==> src/rar_pkg.sv <==
// shared constants for the rational add and reduce block
`default_nettype none
package rar_pkg;

  localparam int IN_W       = 16;
  localparam int IN_TDATA_W = ((4 * IN_W + 7) / 8) * 8;
  localparam int SUM_W      = 2 * IN_W;
  localparam int NUM_OUT_W  = 33;
  localparam int DEN_OUT_W  = 31;
  localparam int OUT_TDATA_W = NUM_OUT_W + DEN_OUT_W;
  localparam int NEG_W      = ((SUM_W > NUM_OUT_W) ? SUM_W : NUM_OUT_W) + 1;
  localparam int DEN_EXT_W  = ((SUM_W > DEN_OUT_W) ? SUM_W : DEN_OUT_W) + 1;
  localparam int CNT_W      = $clog2(SUM_W + 1);
  localparam logic [CNT_W-1:0] CNT_LOAD = CNT_W'(SUM_W);

endpackage
`default_nettype wire

==> src/rar_divu.sv <==
// shared restoring divider, one quotient bit per cycle
`default_nettype none
module rar_divu (
  input  wire logic                       clk,
  input  wire logic                       rst_n,
  input  wire logic                       start,
  input  wire logic [rar_pkg::SUM_W-1:0]  dividend,
  input  wire logic [rar_pkg::SUM_W-1:0]  divisor,
  output logic                            done,
  output logic [rar_pkg::SUM_W-1:0]       quot,
  output logic [rar_pkg::SUM_W-1:0]       rem
);

  logic [rar_pkg::SUM_W-1:0] quo_r, quo_nxt;
  logic [rar_pkg::SUM_W-1:0] rem_r, rem_nxt;
  logic [rar_pkg::SUM_W-1:0] dvs_r, dvs_nxt;
  logic [rar_pkg::CNT_W-1:0] cnt_r, cnt_nxt;
  logic                      done_r, done_nxt;
  logic [rar_pkg::SUM_W:0]   shifted;
  logic [rar_pkg::SUM_W:0]   diff;

  assign shifted = {rem_r, quo_r[rar_pkg::SUM_W-1]};
  assign diff    = shifted - {1'b0, dvs_r};

  always_comb begin
    quo_nxt  = quo_r;
    rem_nxt  = rem_r;
    dvs_nxt  = dvs_r;
    cnt_nxt  = cnt_r;
    done_nxt = 1'b0;
    if (start) begin
      quo_nxt = dividend;
      rem_nxt = '0;
      dvs_nxt = divisor;
      cnt_nxt = rar_pkg::CNT_LOAD;
    end else if (cnt_r != '0) begin
      cnt_nxt  = cnt_r - 1'b1;
      done_nxt = (cnt_r == rar_pkg::CNT_W'(1));
      if (!diff[rar_pkg::SUM_W]) begin
        rem_nxt = diff[rar_pkg::SUM_W-1:0];
        quo_nxt = {quo_r[rar_pkg::SUM_W-2:0], 1'b1};
      end else begin
        rem_nxt = shifted[rar_pkg::SUM_W-1:0];
        quo_nxt = {quo_r[rar_pkg::SUM_W-2:0], 1'b0};
      end
    end
  end

  always_ff @(posedge clk) begin
    if (!rst_n) begin
      cnt_r  <= '0;
      done_r <= 1'b0;
    end else begin
      cnt_r  <= cnt_nxt;
      done_r <= done_nxt;
    end
    quo_r <= quo_nxt;
    rem_r <= rem_nxt;
    dvs_r <= dvs_nxt;
  end

  assign done = done_r;
  assign quot = quo_r;
  assign rem  = rem_r;

endmodule
`default_nettype wire

==> src/rational_add_reduce.sv <==
// top level: sum of two signed fractions reduced to lowest terms
// the gcd is found by euclid remainder steps, then both magnitudes are divided by it
// a zero denominator skips straight to the output with den_zero set
// each remainder and each final quotient is one run of the shared divider
// one item at a time; a new item may be taken while the previous result waits
// synchronous active-low reset returns the sequencer to idle and drops out_tvalid
`default_nettype none
module rational_add_reduce (
  input  wire logic                              clk,
  input  wire logic                              rst_n,
  input  wire logic                              in_tvalid,
  output logic                                   in_tready,
  // num_a, den_a, num_b, den_b
  input  wire logic [rar_pkg::IN_TDATA_W-1:0]    in_tdata,
  output logic                                   out_tvalid,
  input  wire logic                              out_tready,
  // sum_num, sum_den
  output logic [rar_pkg::OUT_TDATA_W-1:0]        out_tdata,
  // den_zero
  output logic                                   out_tuser
);

  localparam int InW  = rar_pkg::IN_W;
  localparam int SumW = rar_pkg::SUM_W;

  typedef enum logic [8:0] {
    S_IDLE = 9'b000000001,
    S_MUL1 = 9'b000000010,
    S_MUL2 = 9'b000000100,
    S_MUL3 = 9'b000001000,
    S_SUM  = 9'b000010000,
    S_GCD  = 9'b000100000,
    S_QN   = 9'b001000000,
    S_QD   = 9'b010000000,
    S_OUT  = 9'b100000000
  } state_t;

  state_t state_r, state_nxt;

  logic [InW-1:0]  mna_r, mna_nxt, mda_r, mda_nxt, mnb_r, mnb_nxt, mdb_r, mdb_nxt;
  logic            sna_r, sna_nxt, sda_r, sda_nxt, snb_r, snb_nxt, sdb_r, sdb_nxt;
  logic [SumW-1:0] m1_r, m1_nxt, m2_r, m2_nxt, dmag_r, dmag_nxt, nmag_r, nmag_nxt;
  logic [SumW-1:0] a_r, a_nxt, b_r, b_nxt, qn_r, qn_nxt, qd_r, qd_nxt;
  logic            nneg_r, nneg_nxt, err_r, err_nxt, go_r, go_nxt;
  logic            out_valid_r, out_valid_nxt, den_zero_r, den_zero_nxt;
  logic [rar_pkg::NUM_OUT_W-1:0] sum_num_r, sum_num_nxt;
  logic [rar_pkg::DEN_OUT_W-1:0] sum_den_r, sum_den_nxt;

  logic [InW-1:0]  f_na, f_da, f_nb, f_db;
  logic [InW-1:0]  mul_x, mul_y;
  logic [SumW-1:0] mul_p;
  logic            div_done;
  logic [SumW-1:0] div_quot, div_rem;
  logic            s1, s2, sum_neg;
  logic [SumW-1:0] sum_mag;
  logic [rar_pkg::NEG_W-1:0]     num_ext, num_sgn;
  logic [rar_pkg::DEN_EXT_W-1:0] den_ext;

  assign f_na = in_tdata[InW-1:0];
  assign f_da = in_tdata[2*InW-1:InW];
  assign f_nb = in_tdata[3*InW-1:2*InW];
  assign f_db = in_tdata[4*InW-1:3*InW];

  // shared multiplier
  always_comb begin
    mul_x = mna_r;
    mul_y = mdb_r;
    if (state_r == S_MUL2) begin
      mul_x = mda_r;
      mul_y = mnb_r;
    end else if (state_r == S_MUL3) begin
      mul_x = mda_r;
      mul_y = mdb_r;
    end
  end

  assign mul_p = {{InW{1'b0}}, mul_x} * {{InW{1'b0}}, mul_y};

  rar_divu u_divu (
    .clk      (clk),
    .rst_n    (rst_n),
    .start    (go_r),
    .dividend (a_r),
    .divisor  (b_r),
    .done     (div_done),
    .quot     (div_quot),
    .rem      (div_rem)
  );

  // signed sum of the cross products
  always_comb begin
    s1 = (sna_r ^ sdb_r) && (m1_r != '0);
    s2 = (sda_r ^ snb_r) && (m2_r != '0);
    if (s1 == s2) begin
      sum_mag = m1_r + m2_r;
      sum_neg = s1;
    end else if (m1_r >= m2_r) begin
      sum_mag = m1_r - m2_r;
      sum_neg = s1;
    end else begin
      sum_mag = m2_r - m1_r;
      sum_neg = s2;
    end
    if (sda_r ^ sdb_r) begin
      sum_neg = !sum_neg;
    end
    if (sum_mag == '0) begin
      sum_neg = 1'b0;
    end
  end

  assign num_ext = {{(rar_pkg::NEG_W - SumW){1'b0}}, qn_r};
  assign num_sgn = nneg_r ? (~num_ext + 1'b1) : num_ext;
  assign den_ext = {{(rar_pkg::DEN_EXT_W - SumW){1'b0}}, qd_r};

  always_comb begin
    state_nxt     = state_r;
    mna_nxt = mna_r;  mda_nxt = mda_r;  mnb_nxt = mnb_r;  mdb_nxt = mdb_r;
    sna_nxt = sna_r;  sda_nxt = sda_r;  snb_nxt = snb_r;  sdb_nxt = sdb_r;
    m1_nxt = m1_r;  m2_nxt = m2_r;  dmag_nxt = dmag_r;  nmag_nxt = nmag_r;
    a_nxt = a_r;  b_nxt = b_r;  qn_nxt = qn_r;  qd_nxt = qd_r;
    nneg_nxt      = nneg_r;
    err_nxt       = err_r;
    go_nxt        = 1'b0;
    out_valid_nxt = out_valid_r && !out_tready;
    sum_num_nxt   = sum_num_r;
    sum_den_nxt   = sum_den_r;
    den_zero_nxt  = den_zero_r;
    unique case (state_r)
      S_IDLE: begin
        if (in_tvalid) begin
          sna_nxt = f_na[InW-1];
          sda_nxt = f_da[InW-1];
          snb_nxt = f_nb[InW-1];
          sdb_nxt = f_db[InW-1];
          mna_nxt = f_na[InW-1] ? (~f_na + 1'b1) : f_na;
          mda_nxt = f_da[InW-1] ? (~f_da + 1'b1) : f_da;
          mnb_nxt = f_nb[InW-1] ? (~f_nb + 1'b1) : f_nb;
          mdb_nxt = f_db[InW-1] ? (~f_db + 1'b1) : f_db;
          if ((f_da == '0) || (f_db == '0)) begin
            err_nxt   = 1'b1;
            qn_nxt    = '0;
            qd_nxt    = '0;
            nneg_nxt  = 1'b0;
            state_nxt = S_OUT;
          end else begin
            err_nxt   = 1'b0;
            state_nxt = S_MUL1;
          end
        end
      end
      S_MUL1: begin
        m1_nxt    = mul_p;
        state_nxt = S_MUL2;
      end
      S_MUL2: begin
        m2_nxt    = mul_p;
        state_nxt = S_MUL3;
      end
      S_MUL3: begin
        dmag_nxt  = mul_p;
        state_nxt = S_SUM;
      end
      S_SUM: begin
        nmag_nxt  = sum_mag;
        nneg_nxt  = sum_neg;
        a_nxt     = sum_mag;
        b_nxt     = dmag_r;
        go_nxt    = 1'b1;
        state_nxt = S_GCD;
      end
      S_GCD: begin
        if (div_done) begin
          go_nxt = 1'b1;
          if (div_rem == '0) begin
            a_nxt     = nmag_r;
            state_nxt = S_QN;
          end else begin
            a_nxt = b_r;
            b_nxt = div_rem;
          end
        end
      end
      S_QN: begin
        if (div_done) begin
          qn_nxt    = div_quot;
          a_nxt     = dmag_r;
          go_nxt    = 1'b1;
          state_nxt = S_QD;
        end
      end
      S_QD: begin
        if (div_done) begin
          qd_nxt    = div_quot;
          state_nxt = S_OUT;
        end
      end
      S_OUT: begin
        if (!out_valid_r || out_tready) begin
          out_valid_nxt = 1'b1;
          sum_num_nxt   = num_sgn[rar_pkg::NUM_OUT_W-1:0];
          sum_den_nxt   = den_ext[rar_pkg::DEN_OUT_W-1:0];
          den_zero_nxt  = err_r;
          state_nxt     = S_IDLE;
        end
      end
      default: begin
        state_nxt = S_IDLE;
      end
    endcase
  end

  always_ff @(posedge clk) begin
    if (!rst_n) begin
      state_r     <= S_IDLE;
      go_r        <= 1'b0;
      out_valid_r <= 1'b0;
    end else begin
      state_r     <= state_nxt;
      go_r        <= go_nxt;
      out_valid_r <= out_valid_nxt;
    end
    mna_r <= mna_nxt;  mda_r <= mda_nxt;  mnb_r <= mnb_nxt;  mdb_r <= mdb_nxt;
    sna_r <= sna_nxt;  sda_r <= sda_nxt;  snb_r <= snb_nxt;  sdb_r <= sdb_nxt;
    m1_r <= m1_nxt;  m2_r <= m2_nxt;  dmag_r <= dmag_nxt;  nmag_r <= nmag_nxt;
    a_r <= a_nxt;  b_r <= b_nxt;  qn_r <= qn_nxt;  qd_r <= qd_nxt;
    nneg_r     <= nneg_nxt;
    err_r      <= err_nxt;
    sum_num_r  <= sum_num_nxt;
    sum_den_r  <= sum_den_nxt;
    den_zero_r <= den_zero_nxt;
  end

  assign in_tready  = (state_r == S_IDLE);
  assign out_tvalid = out_valid_r;
  assign out_tdata  = {sum_den_r, sum_num_r};
  assign out_tuser  = den_zero_r;

endmodule
`default_nettype wire
==> config.mk <==
export PLATFORM = sky130hd
export DESIGN_NAME = rational_add_reduce
export DESIGN_NICKNAME = d
export VERILOG_FILES = /design/src/rar_pkg.sv /design/src/rar_divu.sv /design/src/rational_add_reduce.sv
export SDC_FILE = /design/constraint.sdc
export NUM_CORES = 2
export LEC_CHECK = 0
export BUFFER_PORTS_ARGS = -buffer_cell sky130_fd_sc_hd__buf_2
export CORE_UTILIZATION = 69
export CTS_CLUSTER_DIAMETER = 40
export DETAILED_ROUTE_END_ITERATION = 8
export PLACE_DENSITY = 0.95
export SYNTH_ARGS = -nofsm -noshare
export SYNTH_HDL_FRONTEND = slang
export SYNTH_SLANG_ARGS = --single-unit
==> constraint.sdc <==
create_clock -name clk -period 25.7 [get_ports clk]
set_clock_uncertainty 0.15 [all_clocks]
set_input_delay 1.285 -clock clk [delete_from_list [all_inputs] [get_ports clk]]
set_output_delay 1.285 -clock clk [all_outputs]
set_load 0.05 [all_outputs]
======== Word-level counts from Yosys, hierarchy flattened ========
Cells that the tools add are included.
storage, ports and cells
  bits in registers ....................... 504
  latch bits .............................. 0
  RAM bits ................................ 0
  memory bits (read-only) ................. 0
  output and inout bits ................... 67
  logic and storage cells ................. 156
  memories ................................ 0
cells by class
  add/subtract/negate cells ............... 10
  multiply operators ...................... 1
  divide/modulo/power cells ............... 0
  $lt $le $gt $ge ......................... 1
  equal/unequal tests ..................... 19
  shift operators ......................... 0
  muxes and demuxes ....................... 48
  bitwise logic cells ..................... 10
  reductions and logical operators ........ 32
operator list
  kind                                                 count
  2-to-1 mux 32 bit                                    14
  case mux 32 bit (2 select lines)                     2
  case mux 32 bit (3 select lines)                     1
  case mux 9 bit (9 select lines)                      1
  adder 16 x 1 -> 16 bit, second input constant        4
  logical NOT 32 bit                                   2
  inverter 16 bit                                      4
  nonzero test 32 bit                                  2
  subtractor 32 bit                                    2
  2-to-1 mux 9 bit                                     7
  case mux 31 bit (2 select lines)                     1
  2-to-1 mux 15 bit                                    4
  2-to-1 mux 16 bit                                    3
  adder 33 x 1 -> 33 bit, second input constant        1
  inverter 32 -> 33 bit                                1
  subtractor 33 x 32 -> 33 bit                         1
  adder 32 bit                                         1
  >= comparator 32 bit                                 1
  logical NOT 16 bit                                   2
  multiplier 16 x 16 -> 32 bit                         1
  2-to-1 mux 6 bit                                     2
  2-to-1 mux 1 bit                                     11
  nonzero test 2 bit                                   5
  equality test 9 x 1 -> 1 bit, second input constant  1
  other kinds (27)                                     47

======== Longest topological paths before layout ========
  depth after elaboration ................. 8
  mapped depth ............................ 32
  mapped depth without buffers ............ 30

======== By module ========
A second synthesis with hierarchy kept.
unflattened totals
  cells, all modules ...................... 3417
  area total of the unflattened synthesis .. 35978.3 µm²
modules (own cells, without submodules)
  module               times used  cells an instance  area an instance (µm²)  sequential area each (µm²)
  rational_add_reduce  1           2812               29913.7                 11931.4
  rar_divu             1           605                6064.6                  2702.6

======== Worst setup path after synthesis ========
No wires, ideal clock.
  kind .................................... register to register
  from .................................... reg state_r[5]
  to ...................................... reg dmag_r[31], data pin
  setup time .............................. 267 ps
  data arrival time ....................... 8099 ps
  setup slack ............................. 17184 ps
  cell stages (with the launch flop) ...... 32
  path buffers ............................ 2
  cells stage by stage .................... dfxtp_1 > nor3_1 > nand3_1 > or3b_2 > nand2_1 > buf_1 > buf_1 > mux2i_1 > nor2_1 > fa_1 > inv_1 > fa_1 > fa_1 > fa_1 > inv_1 > fa_1 > inv_1 > fa_1 > inv_1 > ha_1 > nand2_1 > nor2_1 > a221oi_1 > a221oi_1 > o31ai_1 > o31ai_1 > a21oi_1 > or3_1 > nand3_1 > a21o_1 > a21o_1 > xnor2_1
on the way
  cells in the longest elaborated chain, start to end .. 4
ends and longest elaborated chain
  element                         RTL line                    source
  start, declared                 rational_add_reduce.sv:38   state_t state_r, state_nxt;
  start signal, assigned          rational_add_reduce.sv:219  state_r <= state_nxt;
  equality test 9 x 4 -> 1 bit    rational_add_reduce.sv:71   end else if (state_r == S_MUL3) begin
  2-to-1 mux 16 bit               rational_add_reduce.sv:71
  2-to-1 mux 16 bit               rational_add_reduce.sv:68   if (state_r == S_MUL2) begin
  multiplier 16 x 16 -> 32 bit *  rational_add_reduce.sv:77   assign mul_p = {{InW{1'b0}}, mul_x} * {{InW{1'b0}}, mul_y};
  via mul_p[31]                   rational_add_reduce.sv:51   logic [SumW-1:0] mul_p;
  end signal, assigned            rational_add_reduce.sv:225  m1_r <= m1_nxt; m2_r <= m2_nxt; dmag_r <= dmag_nxt; nmag_r <= nmag_nxt;
  end, declared                   rational_add_reduce.sv:42   logic [SumW-1:0] m1_r, m1_nxt, m2_r, m2_nxt, dmag_r, dmag_nxt, nmag_r, nmag_nxt;
Mark *: on every way through the listed nets, which the timed path passes. The rest lies on a longest branch.
A chain may end at the register's enable or synchronous reset.

======== Worst setup path after layout ========
  from .................................... reg state_r[5]
  to ...................................... reg m2_r[31], data pin
on the way
  cells in the longest elaborated chain, start to end .. 4
ends and longest elaborated chain
  element                         RTL line
  equality test 9 x 4 -> 1 bit    rational_add_reduce.sv:71
  2-to-1 mux 16 bit               rational_add_reduce.sv:71
  2-to-1 mux 16 bit               rational_add_reduce.sv:68
  multiplier 16 x 16 -> 32 bit *  rational_add_reduce.sv:77
  via mul_p[31]                   rational_add_reduce.sv:51
  end signal, assigned            rational_add_reduce.sv:225
  end, declared                   rational_add_reduce.sv:42
Marks and branches as above.

==> summary.txt <==
Status: finished clean
Post-synth net total: 3920
Crit-path max FO: 33
Die width: 228 µm
Fin. max-slew vios: 0
Final hold vios: 0
Clock Sinks: 504
Cts repair resizes: 0
Clock latency on the worst-skew pair: 0.64 ns
CP delay by family, top: adder cells
Met3 GRT Util: 10.24%
R2R cell count: 29
RSZ-0062 raised after global routing: false
Slew HR: 8.987%
Total GRT Usage: 40.86%
Worst-path clk slew: 0.06 ns
Die Ht: 228 µm
Area share of the largest cell type after synthesis: 38.68%
Setup CP Type: reg2reg
CTS H-tree depth: 3
DIE AREA: 0.05198 mm²
GRT Max-Usage Layer: met2
Library cells used by synthesis: 95
Fin crit period: 9.746 ns
Routed wire length: 105300 µm
Initial detailed-routing violation count: 3766
Worst path bufs/invs: 3
Port bufs: 134
Cell Area, Synth: 0.03524 mm²
Nets: 4042
Worst slew pin tran: 1.327 ns
WP data arrival: 10.01 ns
Worst EP required: 25.96 ns
Most used DFF post-synth: edfxtp_1
CTS Hold Bufs: 0
Area leader, netlist: edfxtp_1
Worst path max stage delay: 0.91 ns
Worst-case clock buffer depth: 3
Count leader, synth: edfxtp_1
FP Rows: 82
Routed wire length per instance: 24.65 µm
Pin count of the biggest net entering global routing: 78
DRC viols: 0
Cells after Synth: 3417
CTS tree: built
Setup Fix Bufs, Post-CTS: 0
Hold Crit Depth: 0
Type of the most critical hold path: reg2reg
Async SR Flop Fraction: 0%
Commonest cells post-synth: edfxtp_1, nand2_1, inv_1, nor2_1, ha_1
Initial core utilization: 70.10%
Final period util: 37.92%
Fmax: 102.6 MHz
Finished Core Util: 77.62%
CP most frequent cell: fa_1
First-pass GRT wire length: 162300 µm
Clock root buffer: clkbuf_16
Flop2flop setup slack: 15.95 ns
I/O Pins: 135
Via/cell ratio: 6.637
TritonCTS buffer count: 68
Post-synth EDFFs: 454
Startpoint types: register
Flops & latches, synth: 504
Initial antenna violation count: 9
Synth warnings: 0
GPL Wtd Cong: 1.031
Synth Area per Inst: 10.31 µm²
Dominant cells by area after synthesis: edfxtp_1, fa_1, ha_1
Number of global-route vias before repair: 28490
Critical path depth: 29
Number of routed nets with antenna violations: 0
Critical Path End Type: register
Met2 Use GR: 66.46%
Final HPWL DP: 72960 µm
Met1 Usage GRT: 47.28%
Layout cell share with drive strength beyond 1: 10.79%
Setup TNS Final: 0 ns
Area delta synth->final: 10.73%
Core ar.: 0.05027 mm²
Vias post-DR: 28350
Slowest cell on the critical path: mux2i_1
First-pass DRT Iterations: 6
Max-cap violation count: 0
Remaining global-route overflow: 0
Final setup viols: 0
Part of the Yosys area used for sequential elements: 41.52%
cell families after synthesis:
family | after synthesis | share of synthesized area, %
xor gates and xnor gates | 177 | 4.399
muxes | 122 | 3.643
DFF | 504 | 41.52
AOI/OAI and AO/OA | 604 | 11.29
and+or+nand+nor | 1058 | 13.79
adders and majority gates | 435 | 19.66
buffers and inverters | 517 | 5.695
through the flow:
stage | worst slack, ns | cell area, µm² | instances | hold WS [ns]
2_1_floorplan | 17.18 | 35240 | 3417 | 0.2503
3_3_place_gp | 16.77 | 36590 | 4141 | 0.2510
3_5_place_dp | 16.41 | 36590 | 4141 | 0.2598
4_1_cts | 16.22 | 39010 | 4267 | 0.2721
5_1_grt | 15.54 | 39010 | 4268 | 0.2729
6_report | 15.95 | 39020 | 4271 | 0.2709
final cells by class:
cell class,count,area (µm²)
multi-input combinational,2396,18700
inverter,404,1516
clock inverter,49,641.9
tap,672,840.8
antenna,4,10.01
timing repair buffer,165,903.4
clock buffer,77,1778
sequential,504,14640
fill,2912,11250
worst paths after layout:
kind                            startpoint             to
worst min register to register    qd_r[26]  sum_den_r[26]
worst max register to register  state_r[5]       m2_r[31]
worst max-delay path            state_r[5]       m2_r[31]
worst min-delay path              qd_r[26]  sum_den_r[26]
layer usage:
metal  up-vias  share of wire, %
met5         -             0.077
met4        12               8.5
met3       587                11
met2      2180                47
met1     13500                34
li1      12070                 -
flip-flops by register name, indices dropped and copies added (netlist names), 9 cells and up:
signal / count
sum_num_r: 33
mna_r: 16
dmag_r: 32
nmag_r: 32
state_r: 9
m1_r: 32
qn_r: 32
a_r: 32
b_r: 32
u_divu.quot: 32
u_divu.dvs_r: 32
m2_r: 32
qd_r: 31
mdb_r: 16
mnb_r: 16
sum_den_r: 31
u_divu.rem: 32
mda_r: 16
worst reg2reg max path: cells and delay by family, from the launching register on:
family	cells	cell delay, ns
AO/OA/AOI/OAI	9	2.29
XOR/XNOR	1	0.30
adder cells (fa/ha/maj)	7	3.07
buffers and inverters	3	0.52
flip-flops	1	0.38
multiplexers	1	0.95
AND/OR/NAND/NOR	8	1.89
cell usage in the layout, fill, tap and decap left out, types with 9 or more instances in the layout:
master     count
a31oi_1       19
edfxtp_1     454
o21ai_0      135
dfxtp_1       49
mux2i_1       70
xnor2_1      141
and2_1        76
nand2_1      422
o21bai_1      29
nor2_1       279
or3_1         22
nand4_1       17
or4_1         20
bufinv_16      9
clkbuf_16     70
a211oi_1      25
inv_1        404
inv_6         10
nand3_1       37
nor4_1        36
buf_2        134
a21oi_1      161
a21o_1        43
a221oi_1       9
o21a_1        18
o211ai_1      11
a22oi_1       31
buf_4         31
ha_1         237
nand2b_1      32
mux2_2        50
fa_1         198
nor3_1        50
o31ai_1       36
xor2_1        33
nor2b_1       13
Power is not shown: default switching activity piles up to over one toggle a cycle in this logic, so the estimate is an artifact.
